[config.mk]
export PLATFORM = sky130hd
export DESIGN_NAME = playfair_digraph_cipher_unit
export DESIGN_NICKNAME = d
export VERILOG_FILES = /design/src/rtl/pfc_pkg.sv /design/src/rtl/pfc_ram.sv /design/src/rtl/playfair_digraph_cipher_unit.sv
export SDC_FILE = /design/constraint.sdc
export NUM_CORES = 1
export LEC_CHECK = 0
export ABC_AREA = 1
export BUFFER_PORTS_ARGS = -buffer_cell sky130_fd_sc_hd__buf_4
export CELL_PAD_IN_SITES_DETAIL_PLACEMENT = 0
export CELL_PAD_IN_SITES_GLOBAL_PLACEMENT = 1
export CORE_ASPECT_RATIO = 0.75
export CORE_MARGIN = 2
export CORE_UTILIZATION = 50
export DETAILED_ROUTE_END_ITERATION = 10
export GPL_TIMING_DRIVEN = 0
export PLACE_DENSITY = 0.76
export SLEW_MARGIN = 20
export SYNTH_ARGS = -nofsm -noshare
export SYNTH_HDL_FRONTEND = slang
export SYNTH_SLANG_ARGS = --single-unit
[constraint.sdc]
create_clock -name clk -period 6.15 [get_ports clk]
set_clock_uncertainty 0.1 [all_clocks]
set_input_delay 0.3075 -clock clk [delete_from_list [all_inputs] [get_ports clk]]
set_output_delay 0.3075 -clock clk [all_outputs]
set_load 0.01 [all_outputs]
[src/rtl/pfc_pkg.sv]
// shared types, microcode table and cell arithmetic for the playfair cipher unit
package pfc_pkg;

	// fixed sizes of the key square and the alphabet
	localparam int unsigned SqCells = 25;
	localparam int unsigned Alpha   = 26;
	localparam logic [4:0] LETTER_I = 5'd8;
	localparam logic [4:0] LETTER_J = 5'd9;
	localparam logic [4:0] LETTER_Z = 5'd25;
	localparam logic [4:0] LAST_CELL = 5'd25;

	// command codes
	localparam logic [1:0] CMD_KEY     = 2'd0;
	localparam logic [1:0] CMD_FINISH  = 2'd1;
	localparam logic [1:0] CMD_ENCRYPT = 2'd2;
	localparam logic [1:0] CMD_DECRYPT = 2'd3;

	typedef struct packed {
		logic [1:0] cmd;
		logic [4:0] letter_a;
		logic [4:0] letter_b;
	} item_t;

	typedef struct packed {
		logic [4:0] out_a;
		logic [4:0] out_b;
		logic       not_ready;
	} result_t;

	// datapath action of one microcode step
	typedef enum logic [3:0] {
		ACT_NOP,
		ACT_FETCH,
		ACT_PLACE_KEY,
		ACT_PLACE_SCAN,
		ACT_SET_READY,
		ACT_READ_MAP_A,
		ACT_READ_MAP_B,
		ACT_CALC,
		ACT_READ_SQ_A,
		ACT_READ_SQ_B,
		ACT_CAPT_B,
		ACT_SET_NR,
		ACT_EMIT
	} act_t;

	// jump condition of one microcode step
	typedef enum logic [2:0] {
		COND_NONE,
		COND_ALWAYS,
		COND_PAIR,
		COND_FINISH,
		COND_SCAN_MORE,
		COND_NOT_READY
	} cond_t;

	typedef struct packed {
		act_t       act;
		cond_t      cond;
		logic [3:0] target;
	} uword_t;

	// program addresses
	localparam logic [3:0] STEP_FETCH     = 4'd0;
	localparam logic [3:0] STEP_DISPATCH  = 4'd1;
	localparam logic [3:0] STEP_KEY_OR_FN = 4'd2;
	localparam logic [3:0] STEP_KEY       = 4'd3;
	localparam logic [3:0] STEP_SCAN      = 4'd4;
	localparam logic [3:0] STEP_READY     = 4'd5;
	localparam logic [3:0] STEP_MAP_A     = 4'd6;
	localparam logic [3:0] STEP_MAP_B     = 4'd7;
	localparam logic [3:0] STEP_CALC      = 4'd8;
	localparam logic [3:0] STEP_SQ_A      = 4'd9;
	localparam logic [3:0] STEP_SQ_B      = 4'd10;
	localparam logic [3:0] STEP_CAPT_B    = 4'd11;
	localparam logic [3:0] STEP_NR        = 4'd12;
	localparam logic [3:0] STEP_EMIT      = 4'd13;

	// microcode rom: a taken condition jumps to target, otherwise step + 1
	function automatic uword_t ucode(input logic [3:0] pc);
		uword_t w;
		case (pc)
			STEP_FETCH:     w = '{ACT_FETCH,      COND_NONE,      STEP_FETCH};
			STEP_DISPATCH:  w = '{ACT_NOP,        COND_PAIR,      STEP_MAP_A};
			STEP_KEY_OR_FN: w = '{ACT_NOP,        COND_FINISH,    STEP_SCAN};
			STEP_KEY:       w = '{ACT_PLACE_KEY,  COND_ALWAYS,    STEP_FETCH};
			STEP_SCAN:      w = '{ACT_PLACE_SCAN, COND_SCAN_MORE, STEP_SCAN};
			STEP_READY:     w = '{ACT_SET_READY,  COND_ALWAYS,    STEP_FETCH};
			STEP_MAP_A:     w = '{ACT_READ_MAP_A, COND_NOT_READY, STEP_NR};
			STEP_MAP_B:     w = '{ACT_READ_MAP_B, COND_NONE,      STEP_FETCH};
			STEP_CALC:      w = '{ACT_CALC,       COND_NONE,      STEP_FETCH};
			STEP_SQ_A:      w = '{ACT_READ_SQ_A,  COND_NONE,      STEP_FETCH};
			STEP_SQ_B:      w = '{ACT_READ_SQ_B,  COND_NONE,      STEP_FETCH};
			STEP_CAPT_B:    w = '{ACT_CAPT_B,     COND_ALWAYS,    STEP_EMIT};
			STEP_NR:        w = '{ACT_SET_NR,     COND_NONE,      STEP_FETCH};
			STEP_EMIT:      w = '{ACT_EMIT,       COND_ALWAYS,    STEP_FETCH};
			default:        w = '{ACT_NOP,        COND_ALWAYS,    STEP_FETCH};
		endcase
		return w;
	endfunction

	// pair letter: saturate to z, then read j as i
	function automatic logic [4:0] pair_letter(input logic [4:0] l);
		logic [4:0] s;
		s = (l > LETTER_Z) ? LETTER_Z : l;
		return (s == LETTER_J) ? LETTER_I : s;
	endfunction

	// row of a cell, by compare chain instead of a divide
	function automatic logic [2:0] cell_row(input logic [4:0] c);
		logic [2:0] r;
		if (c >= 5'd20) r = 3'd4;
		else if (c >= 5'd15) r = 3'd3;
		else if (c >= 5'd10) r = 3'd2;
		else if (c >= 5'd5) r = 3'd1;
		else r = 3'd0;
		return r;
	endfunction

	function automatic logic [4:0] row_base(input logic [2:0] r);
		return {r, 2'b00} + {2'b00, r};
	endfunction

	function automatic logic [2:0] cell_col(input logic [4:0] c);
		logic [4:0] d;
		d = c - row_base(cell_row(c));
		return d[2:0];
	endfunction

	// one step around a row or column of five, forward or back
	function automatic logic [2:0] wrap5(input logic [2:0] v, input logic back);
		logic [2:0] r;
		if (back) r = (v == 3'd0) ? 3'd4 : v - 3'd1;
		else r = (v == 3'd4) ? 3'd0 : v + 3'd1;
		return r;
	endfunction

	function automatic logic [4:0] cell_of(input logic [2:0] r, input logic [2:0] k);
		return row_base(r) + {2'b00, k};
	endfunction

endpackage

[src/rtl/pfc_ram.sv]
// generic single write, single registered read ram
module pfc_ram #(
	parameter int Width = 5,
	parameter int Depth = 25
) (
	input  logic                     clk,
	input  logic                     we,
	input  logic [$clog2(Depth)-1:0] waddr,
	input  logic [Width-1:0]         wdata,
	input  logic [$clog2(Depth)-1:0] raddr,
	output logic [Width-1:0]         rdata
);

	logic [Width-1:0] mem_q [Depth];
	logic [Width-1:0] rdata_q;

	// write port and registered read port
	always_ff @(posedge clk) begin
		if (we) begin
			mem_q[waddr] <= wdata;
		end
		rdata_q <= mem_q[raddr];
	end

	assign rdata = rdata_q;

endmodule

[src/rtl/playfair_digraph_cipher_unit.sv]
// playfair 5x5 digraph cipher: key square build and pair encrypt/decrypt
//
//  channel  | handshake                   | payload
//  ---------+-----------------------------+-------------------------------
//  item     | item_valid / item_ready     | item_t   cmd, letter_a, letter_b
//  result   | result_valid / result_ready | result_t out_a, out_b, not_ready
//
// a microcoded sequencer runs one control word per cycle unless it holds at fetch or emit;
// items are taken one at a time. key letter: fetch, dispatch, key-or-finish and key steps;
// finish: one alphabet letter scanned per cycle, ending at once if the square is finished;
// pair: the letter map, then the square ram, each read through its single read port;
// pair before finish: a not-ready result. a full result register waits at the emit step.
// arst_n clears the sequencer, fill count, used bits and ready flag; the rams need no clear.
module playfair_digraph_cipher_unit
	import pfc_pkg::*;
(
	input  logic    clk,
	input  logic    arst_n,
	input  logic    item_valid,
	output logic    item_ready,
	input  item_t   item,
	output logic    result_valid,
	input  logic    result_ready,
	output result_t result
);

	// sequencer and control state
	logic [3:0]  pc_q, pc_d;
	uword_t      uw;
	logic        stall, cond_hit;
	logic [4:0]  fill_q;
	logic [4:0]  scan_q;
	logic        ready_q;
	logic [25:0] used_q;
	logic        result_valid_q;

	// payload registers
	item_t       item_q;
	logic [4:0]  ca_q, na_q, nb_q;
	logic [4:0]  res_a_q, res_b_q;
	logic        res_nr_q;
	result_t     result_q;

	// datapath signals
	logic [4:0]  place_l;
	logic        place_ok;
	logic        wr_en;
	logic [4:0]  map_raddr, map_rdata;
	logic [4:0]  sq_raddr, sq_rdata;
	logic [2:0]  ra, ka, rb, kb;
	logic        back;
	logic [4:0]  na_d, nb_d;
	logic        emit_fire;

	// next step and handshake control
	always_comb begin
		uw = ucode(pc_q);
		stall = ((uw.act == ACT_FETCH) && !item_valid)
			|| ((uw.act == ACT_EMIT) && result_valid_q && !result_ready);
		case (uw.cond)
			COND_NONE:      cond_hit = 1'b0;
			COND_ALWAYS:    cond_hit = 1'b1;
			COND_PAIR:      cond_hit = (item_q.cmd == CMD_ENCRYPT) || (item_q.cmd == CMD_DECRYPT);
			COND_FINISH:    cond_hit = (item_q.cmd == CMD_FINISH);
			COND_SCAN_MORE: cond_hit = !ready_q && (scan_q != LAST_CELL);
			COND_NOT_READY: cond_hit = !ready_q;
			default:        cond_hit = 1'b0;
		endcase
		if (stall) begin
			pc_d = pc_q;
		end else if (cond_hit) begin
			pc_d = uw.target;
		end else begin
			pc_d = pc_q + 4'd1;
		end
	end

	assign item_ready = (uw.act == ACT_FETCH);
	assign emit_fire = (uw.act == ACT_EMIT) && !stall;

	// letter placement, shared by key letters and the finish scan
	always_comb begin
		place_l = (uw.act == ACT_PLACE_SCAN) ? scan_q : item_q.letter_a;
		place_ok = ((uw.act == ACT_PLACE_KEY) || (uw.act == ACT_PLACE_SCAN))
			&& !ready_q && (place_l < LAST_CELL + 5'd1) && (place_l != LETTER_J)
			&& !used_q[place_l];
		wr_en = place_ok && (fill_q < LAST_CELL);
	end

	// ram read addresses
	always_comb begin
		map_raddr = (uw.act == ACT_READ_MAP_B) ? pair_letter(item_q.letter_b)
			: pair_letter(item_q.letter_a);
		sq_raddr = (uw.act == ACT_READ_SQ_B) ? nb_q : na_q;
	end

	// target cells from the two source cells
	always_comb begin
		ra = cell_row(ca_q);
		ka = cell_col(ca_q);
		rb = cell_row(map_rdata);
		kb = cell_col(map_rdata);
		back = (item_q.cmd == CMD_DECRYPT);
		if (ca_q == map_rdata) begin
			na_d = ca_q;
			nb_d = map_rdata;
		end else if (ra == rb) begin
			na_d = cell_of(ra, wrap5(ka, back));
			nb_d = cell_of(rb, wrap5(kb, back));
		end else if (ka == kb) begin
			na_d = cell_of(wrap5(ra, back), ka);
			nb_d = cell_of(wrap5(rb, back), kb);
		end else begin
			na_d = cell_of(ra, kb);
			nb_d = cell_of(rb, ka);
		end
	end

	// square: cell -> letter
	pfc_ram #(.Width(5), .Depth(SqCells)) u_square (
		.clk   (clk),
		.we    (wr_en),
		.waddr (fill_q),
		.wdata (place_l),
		.raddr (sq_raddr),
		.rdata (sq_rdata)
	);

	// letter map: letter -> cell
	pfc_ram #(.Width(5), .Depth(Alpha)) u_map (
		.clk   (clk),
		.we    (wr_en),
		.waddr (place_l),
		.wdata (fill_q),
		.raddr (map_raddr),
		.rdata (map_rdata)
	);

	// control registers
	always_ff @(posedge clk or negedge arst_n) begin
		if (!arst_n) begin
			pc_q <= STEP_FETCH;
			fill_q <= '0;
			scan_q <= '0;
			ready_q <= 1'b0;
			used_q <= '0;
			result_valid_q <= 1'b0;
		end else begin
			pc_q <= pc_d;
			if (place_ok) begin
				used_q[place_l] <= 1'b1;
			end
			if (wr_en) begin
				fill_q <= fill_q + 5'd1;
			end
			if (uw.act == ACT_PLACE_SCAN) begin
				scan_q <= scan_q + 5'd1;
			end else if (uw.act == ACT_SET_READY) begin
				scan_q <= '0;
			end
			if (uw.act == ACT_SET_READY) begin
				ready_q <= 1'b1;
			end
			if (result_valid_q && result_ready) begin
				result_valid_q <= 1'b0;
			end
			if (emit_fire) begin
				result_valid_q <= 1'b1;
			end
		end
	end

	// payload registers
	always_ff @(posedge clk) begin
		if (item_valid && item_ready) begin
			item_q <= item;
		end
		if (uw.act == ACT_READ_MAP_B) begin
			ca_q <= map_rdata;
		end
		if (uw.act == ACT_CALC) begin
			na_q <= na_d;
			nb_q <= nb_d;
		end
		if (uw.act == ACT_READ_SQ_B) begin
			res_a_q <= sq_rdata;
		end
		if (uw.act == ACT_CAPT_B) begin
			res_b_q <= sq_rdata;
			res_nr_q <= 1'b0;
		end
		if (uw.act == ACT_SET_NR) begin
			res_a_q <= '0;
			res_b_q <= '0;
			res_nr_q <= 1'b1;
		end
		if (emit_fire) begin
			result_q <= '{out_a: res_a_q, out_b: res_b_q, not_ready: res_nr_q};
		end
	end

	assign result_valid = result_valid_q;
	assign result = result_q;

	// a new result beat only appears out of the emit step
	a_rise_from_emit: assert property (@(posedge clk) disable iff (!arst_n)
		$rose(result_valid_q) |-> $past(pc_q == STEP_EMIT))
		else $error("result valid rose outside the emit step");

	// a not-ready result carries zero letters
	a_nr_zero: assert property (@(posedge clk) disable iff (!arst_n)
		(result_valid_q && result_q.not_ready) |-> (result_q.out_a == '0 && result_q.out_b == '0))
		else $error("not-ready result with nonzero letters");

	// a finished square holds all 25 cells
	a_ready_full: assert property (@(posedge clk) disable iff (!arst_n)
		ready_q |-> (fill_q == LAST_CELL))
		else $error("square marked ready before it is full");

	// items are taken only at the fetch step
	a_fetch_only: assert property (@(posedge clk) disable iff (!arst_n)
		item_ready |-> (pc_q == STEP_FETCH))
		else $error("item ready outside the fetch step");

endmodule

## Word level (Yosys, flattened, before mapping)

Memories as Yosys holds them, arrays and structs flattened. A register that Yosys moved wholly into a read port is not among the register bits.
Index checks and enable logic that the tools add are counted.

| word-level totals | value |
|---|---|
| memories kept | 3 |
| bits in writable memories | 255 |
| logic and storage cells | 170 |
| ROM bits | 176 |
| register bits after elaboration | 91 |
| bits of input ports | 16 |

| operators by class | value |
|---|---|
| equal/unequal tests | 29 |
| reduce and logical (&&, ||, !) cells | 27 |
| $lt $le $gt $ge | 14 |
| add/sub/neg operators | 23 |
| bitwise operators | 1 |
| multiplexer cells | 55 |

Memories:

| memory | words | width | read ports | clocked after memory_dff | write ports | line | RTL |
|---|---|---|---|---|---|---|---|
| (name not given) | 16 | 11 | 1 | 0 | 0 | pfc_pkg.sv:82 | `case (pc)` |
| u_map.mem_q | 26 | 5 | 1 | 1 | 1 | pfc_ram.sv:14 | `logic [Width-1:0] mem_q [Depth];` |
| u_square.mem_q | 25 | 5 | 1 | 1 | 1 | pfc_ram.sv:14 |  |

Operators with widths:

| kind | count |
|---|---|
| $mux 3 | 27 |
| $mux 5 | 15 |
| $add 5x3->5 | 10 |
| $or 26x26->26 | 1 |
| $ge 5x4->1 const B | 4 |
| $eq 3x3->1 const B | 6 |
| $eq 4x4->1 const B | 4 |
| $logic_and 1x1->1 | 13 |
| $add 3x1->3 const B | 4 |
| $eq 4x3->1 const B | 3 |
| $logic_not 3->1 | 4 |
| $sub 3x1->3 const B | 4 |
| $add 5x1->5 const B | 2 |
| $eq 5x4->1 const B | 2 |
| $ge 5x3->1 const B | 2 |
| $ge 5x5->1 const B | 2 |
| $gt 5x5->1 const B | 2 |
| $lt 5x5->1 const B | 2 |
| $eq 4x2->1 const B | 2 |
| $mux 1 | 8 |
| $eq 3x2->1 const B | 2 |
| $eq 3x3->1 | 2 |
| $lt 5x6->1 const B | 1 |
| $sub 3x3->3 | 2 |
| other kinds (17) | 25 |

## Logic depth before layout (Yosys ltp)

| logic depth | value |
|---|---|
| word-level depth | 16 |
| depth in mapped cells | 29 |
| depth with buffers taken out | 28 |

## Modules after synthesis

From an unflattened synthesis, not the netlist that was laid out.

| unflattened totals | value |
|---|---|
| cells, all modules | 1813 |
| area, all modules | 17489.3 um^2 |

By module, submodules not included:

| module | area an instance (um^2) | instances | cells an instance | seq. area each (um^2) |
|---|---|---|---|---|
| playfair_digraph_cipher_unit | 6269.8 | 1 | 769 | 2412.3 |
| pfc_ram (u_map) | 5662.9 | 1 | 516 | 4003.8 |
| pfc_ram (u_square) | 5556.6 | 1 | 528 | 3853.7 |

## Worst setup path before layout

No wires, ideal clock.

| timing path | value |
|---|---|
| kind | register to register |
| start point | reg ca_q[2] |
| end point | reg na_q[1] (data pin) |
| arrival time | 4194 ps |
| cell stages (with the launch flop) | 20 |
| path buffers | 1 |
| path slack | 1603 ps |
| required time | 5796 ps |
| library setup time | 254 ps |
| cells stage by stage | edfxtp_1 clkbuf_1 o21ai_1 inv_1 nor2_1 inv_1 fa_1 xor2_1 or2_2 nand2_1 inv_1 ha_1 nor2_1 o21ai_0 inv_1 ha_1 fa_1 or2_2 nand3_1 nand2_1 |

| on the way | value |
|---|---|
| word-level cells in the longest chain between the ends | 16 |
| elaborated cells on any way between the ends | 39 |
| those cells by class | add/sub (10); order compare (4); eq/ne (5); mux (18); reduce/logical (2) |

RTL lines:

| element | line | RTL |
|---|---|---|
| start: declaration | playfair_digraph_cipher_unit.sv:39 | `logic [4:0] ca_q, na_q, nb_q;` |
| start signal: assignment | playfair_digraph_cipher_unit.sv:179 | `ca_q <= map_rdata;` |
| parallel branches: the longest is 15 deep, another holds $ge 5x3->1 | n/a |  |
| $mux 5 (*) | playfair_digraph_cipher_unit.sv:104 | `if (ca_q == map_rdata) begin` |
| named net na_d[1] | playfair_digraph_cipher_unit.sv:52 | `logic [4:0] na_d, nb_d;` |
| end signal: assignment | playfair_digraph_cipher_unit.sv:182 | `na_q <= na_d;` |
| end: declaration | playfair_digraph_cipher_unit.sv:39 |  |

Mark *: on every way through the listed nets, which the timed path passes. The select of a mux whose other input is x is not followed.
A chain may end at the register's enable or synchronous reset.

## Worst setup path in the final report

Ends and elaborated chain as after synthesis.

==> flow_summary_export.csv <==
group,metric,value,unit
global_routing,grt_overflow,0,
logic_synthesis,synthDistinctLibCells,50,
critical_path,worst_path_max_delay_cell,"nor2_1",
routing,antenna_left,0,
cts,h-tree-depth,2,
cts,root_buffer,"clkbuf_16",
place,io_buffer_count,28,
cts,cts_buffers,36,
timing,hold_viol,0,
timing,fin_crit,5.575,ns
global_routing,antenna_found_initial,0,
logic_synthesis,ys_top_cells_by_area,"edfxtp_1 (50%), nand2_1 (13%), dfrtp_1 (6.0%)",
die,initial_core_util,50.55,%
timing,fmax,179.4,MHz
logic_synthesis,synthArstFlopShare,11.80,%
cts,post_cts_resize_count,0,
die,die_y,166.0,µm
critical_path,required,6.31,ns
cts,clk_pin_slew,0.06,ns
critical_path,cpLargestDelayFamily,"simple AND/OR/NAND/NOR gates",
die,core-area,0.03462,mm²
die,fp-row-count,59,
finish,syn_to_final_growth,12.70,%
logic_synthesis,synth_top_area_share,50.27,%
status,status,"complete, no violations",
timing,finalSetupViolations,0,
place,pre_cts_ws,0.6149,ns
critical_path,worst-path-buf-inv,5,
routing,vias,12800,
logic_synthesis,syn_avg_cell_area,9.340,µm²
logic_synthesis,syn_area,0.01750,mm²
job,drv_cap,0,
cts,postCtsHoldBufs,14,
timing,tightest_slew,1.106,ns
logic_synthesis,ys_ff_latch,356,
routing,drt_iter0_markers,1265,
logic_synthesis,seq_area_frac_synth,58.67,%
global_routing,grt_util_all_layers,24.26,%
hold_path,hp-class,"in2reg",
critical_path,crit_top_cell,"inv_1",
finish,layout-drive-gt1-share,7.956,%
timing,slew_headroom,26.29,%
routing,drc,0,
critical_path,critPathLaunchType,"flip-flop",
finish,n_antenna_cell,0,
timing,worst_slack,0.5753,ns
die,dieArea,0.03653,mm²
die,io_pins,29,
cts,clock_sinks,356,
logic_synthesis,synth_flop_cell,"edfxtp_1",
global_routing,grt_pass1_wl,67250,µm
cts,clockBufferDepth,3,
cts,worstSkewPairLatency,0.54,ns
routing,drt_pre_antenna_iters,6,
critical_path,cp.arrival,5.74,ns
timing,period_share,90.64,%
timing,setup_tns,0,ns
place,place.gp.congestion,0.8982,
global_routing,grt_pass1_vias,12050,
cts,post_cts_buffers,0,
critical_path,crit_type,"reg2reg",
logic_synthesis,synth-edff-count,293,
timing,finalMaxSlewViolations,0,
routing,post_drt_wl_per_cell,17.84,µm
timing,rsz0062_at_grt,"no",
critical_path,slowest_delay,0.74,ns
routing,finalWirelength,43590,µm
logic_synthesis,yosysTopAreaCell,"edfxtp_1",
place,place_hpwl,30690,µm
global_routing,grt_max_degree,43,
die,die_x,220.0,µm
routing,vias_per_cell,5.241,
critical_path,r2r_slack,0.58,ns
logic_synthesis,synthCells,1874,
critical_path,critPathMaxFanout,9,
cts,tritoncts,"built",
logic_synthesis,ys.warnings.count,0,
finish,final_nets,2030,
critical_path,cp-end-kind,"flip-flop",
critical_path,path_cells,"clkbuf_1 -> o21ai_1 -> inv_1 -> nor2_1 -> inv_1 -> fa_1 -> xor2_1 -> or2_2 -> nand2_1 -> inv_1 -> ha_1 -> nor2_1 -> o21ai_0 -> inv_1 -> ha_1 -> fa_1 -> or2_2 -> nand3_1 -> nand2_1",
## Yosys cell counts (2+ instances only)
cell type,n
nand2_1,614
edfxtp_1,293
inv_1,233
nand3_1,207
nor2_1,113
o21ai_0,64
ha_1,46
dfrtp_1,42
clkbuf_1,36
nand4_1,28
a21oi_1,25
dfxtp_1,21
buf_2,19
xor2_1,16
o21bai_1,11
fa_1,10
xnor2_1,10
or2_2,8
buf_4,6
a21o_1,5
inv_2,5
nand2_2,5
nor2_2,5
o22ai_1,4
buf_1,3
buf_6,3
clkinv_1,3
nand3b_1,3
nand4_4,3
nor2_4,3
nor3_1,3
o21ai_2,3
a211oi_1,2
a31oi_1,2
nand2_4,2
o21ai_1,2
o221ai_1,2
o31ai_1,2
## cell families (layout without fill, tap and decap cells)
family	Yosys count	in the layout	share of synthesized area [%]
fa+ha+maj	56	56	4.432
simple gates	997	997	24.20
compound gates	129	129	4.332
buf+inv	309	417	7.034
xor+xnor	26	26	1.301
flops	356	356	58.67
other cells	1	5	0.02142
## per-stage QoR
| step | util, % | instance area, µm² | hold WS, ns | instances |
|---|---|---|---|---|
| 2_1_floorplan | - | 17520 | -0.08809 | 1878 |
| 3_3_place_gp | 52.86 | 18300 | 0.2561 | 2363 |
| 3_5_place_dp | 52.89 | 18310 | 0.2533 | 2363 |
| 4_1_cts | 56.97 | 19720 | 0.1607 | 2443 |
| 5_1_grt | 56.98 | 19730 | 0.1848 | 2443 |
| 6_report | 56.98 | 19730 | 0.1811 | 2443 |
## worst paths after layout
kind | from | endpoint | depth (start not counted)
min in group asynchronous | arst_n | used_q[11]$_DFFE_PN0P_ | 2
setup reg to reg | ca_q[2]$_DFFE_PP_ | na_q[1]$_DFFE_PN_ | 19
max in group asynchronous | arst_n | fill_q[4]$_DFFE_PN0P_ | 2
hold reg to reg | res_b_q[0]$_SDFFE_PN0N_ | result[1]$_DFFE_PP_ | 0
hold / removal | item_valid | pc_q[0]$_DFFE_PN0N_ | 3
setup / recovery | ca_q[2]$_DFFE_PP_ | na_q[1]$_DFFE_PN_ | 19
## area by class of cell
| class | count | area (µm²) |
|---|---|---|
| timing repair buffer | 42 | 350.3 |
| tap | 457 | 571.8 |
| clock buffer | 51 | 1050 |
| buffer | 67 | 320.3 |
| fill | 3053 | 14900 |
| inverter | 242 | 910.9 |
| multi-input combinational | 1213 | 6027 |
| clock inverter | 15 | 221.5 |
| sequential | 356 | 10270 |
## flip-flops by register name, indices dropped and copies added (netlist names), 4 cells and up
| signal | flops |
|---|---|
| res_a_q | 5 |
| pc_q | 4 |
| scan_q | 5 |
| res_b_q | 5 |
| used_q | 26 |
| nb_q | 5 |
| result | 11 |
| fill_q | 5 |
| u_map.rdata | 5 |
| u_square.mem_q | 125 |
| u_map.mem_q | 130 |
| item_q | 12 |
| u_square.rdata | 5 |
| ca_q | 5 |
| na_q | 5 |
## worst register-to-register path, cell delays in order, from the launching register on
cell,delay (ns)
edfxtp_1,0.35
clkbuf_1,0.24
o21ai_1,0.51
inv_1,0.12
nor2_1,0.74
inv_1,0.25
fa_1,0.46
xor2_1,0.18
or2_2,0.31
nand2_1,0.26
inv_1,0.16
ha_1,0.22
nor2_1,0.10
o21ai_0,0.11
inv_1,0.06
ha_1,0.18
fa_1,0.48
or2_2,0.32
nand3_1,0.11
nand2_1,0.07
## cell usage in the layout (no fill, tap or decap), types with 10 or more instances in the layout
master	n
clkbuf_1	44
inv_1	233
clkbuf_16	38
buf_2	19
a21oi_1	25
buf_4	34
xor2_1	16
xnor2_1	10
nand2_1	613
nand4_1	28
edfxtp_1	293
nor2_1	112
fa_1	10
dlygate4sd3_1	14
dfxtp_1	21
ha_1	46
o21ai_0	64
dfrtp_1	38
o21bai_1	11
nand3_1	207
## per-layer routing
metal	part of all wire (%)	vias to the layer above	global-route usage (%)
li1	-	6310	-
met1	49	6024	38.12
met2	42	405	34.35
met3	7.7	64	4.689
met4	2.0	0	6.245
met5	0	-	0
Power is left out: the tool's default activity adds up to more than one toggle a clock period on the data nets, which glitch-free logic cannot reach.
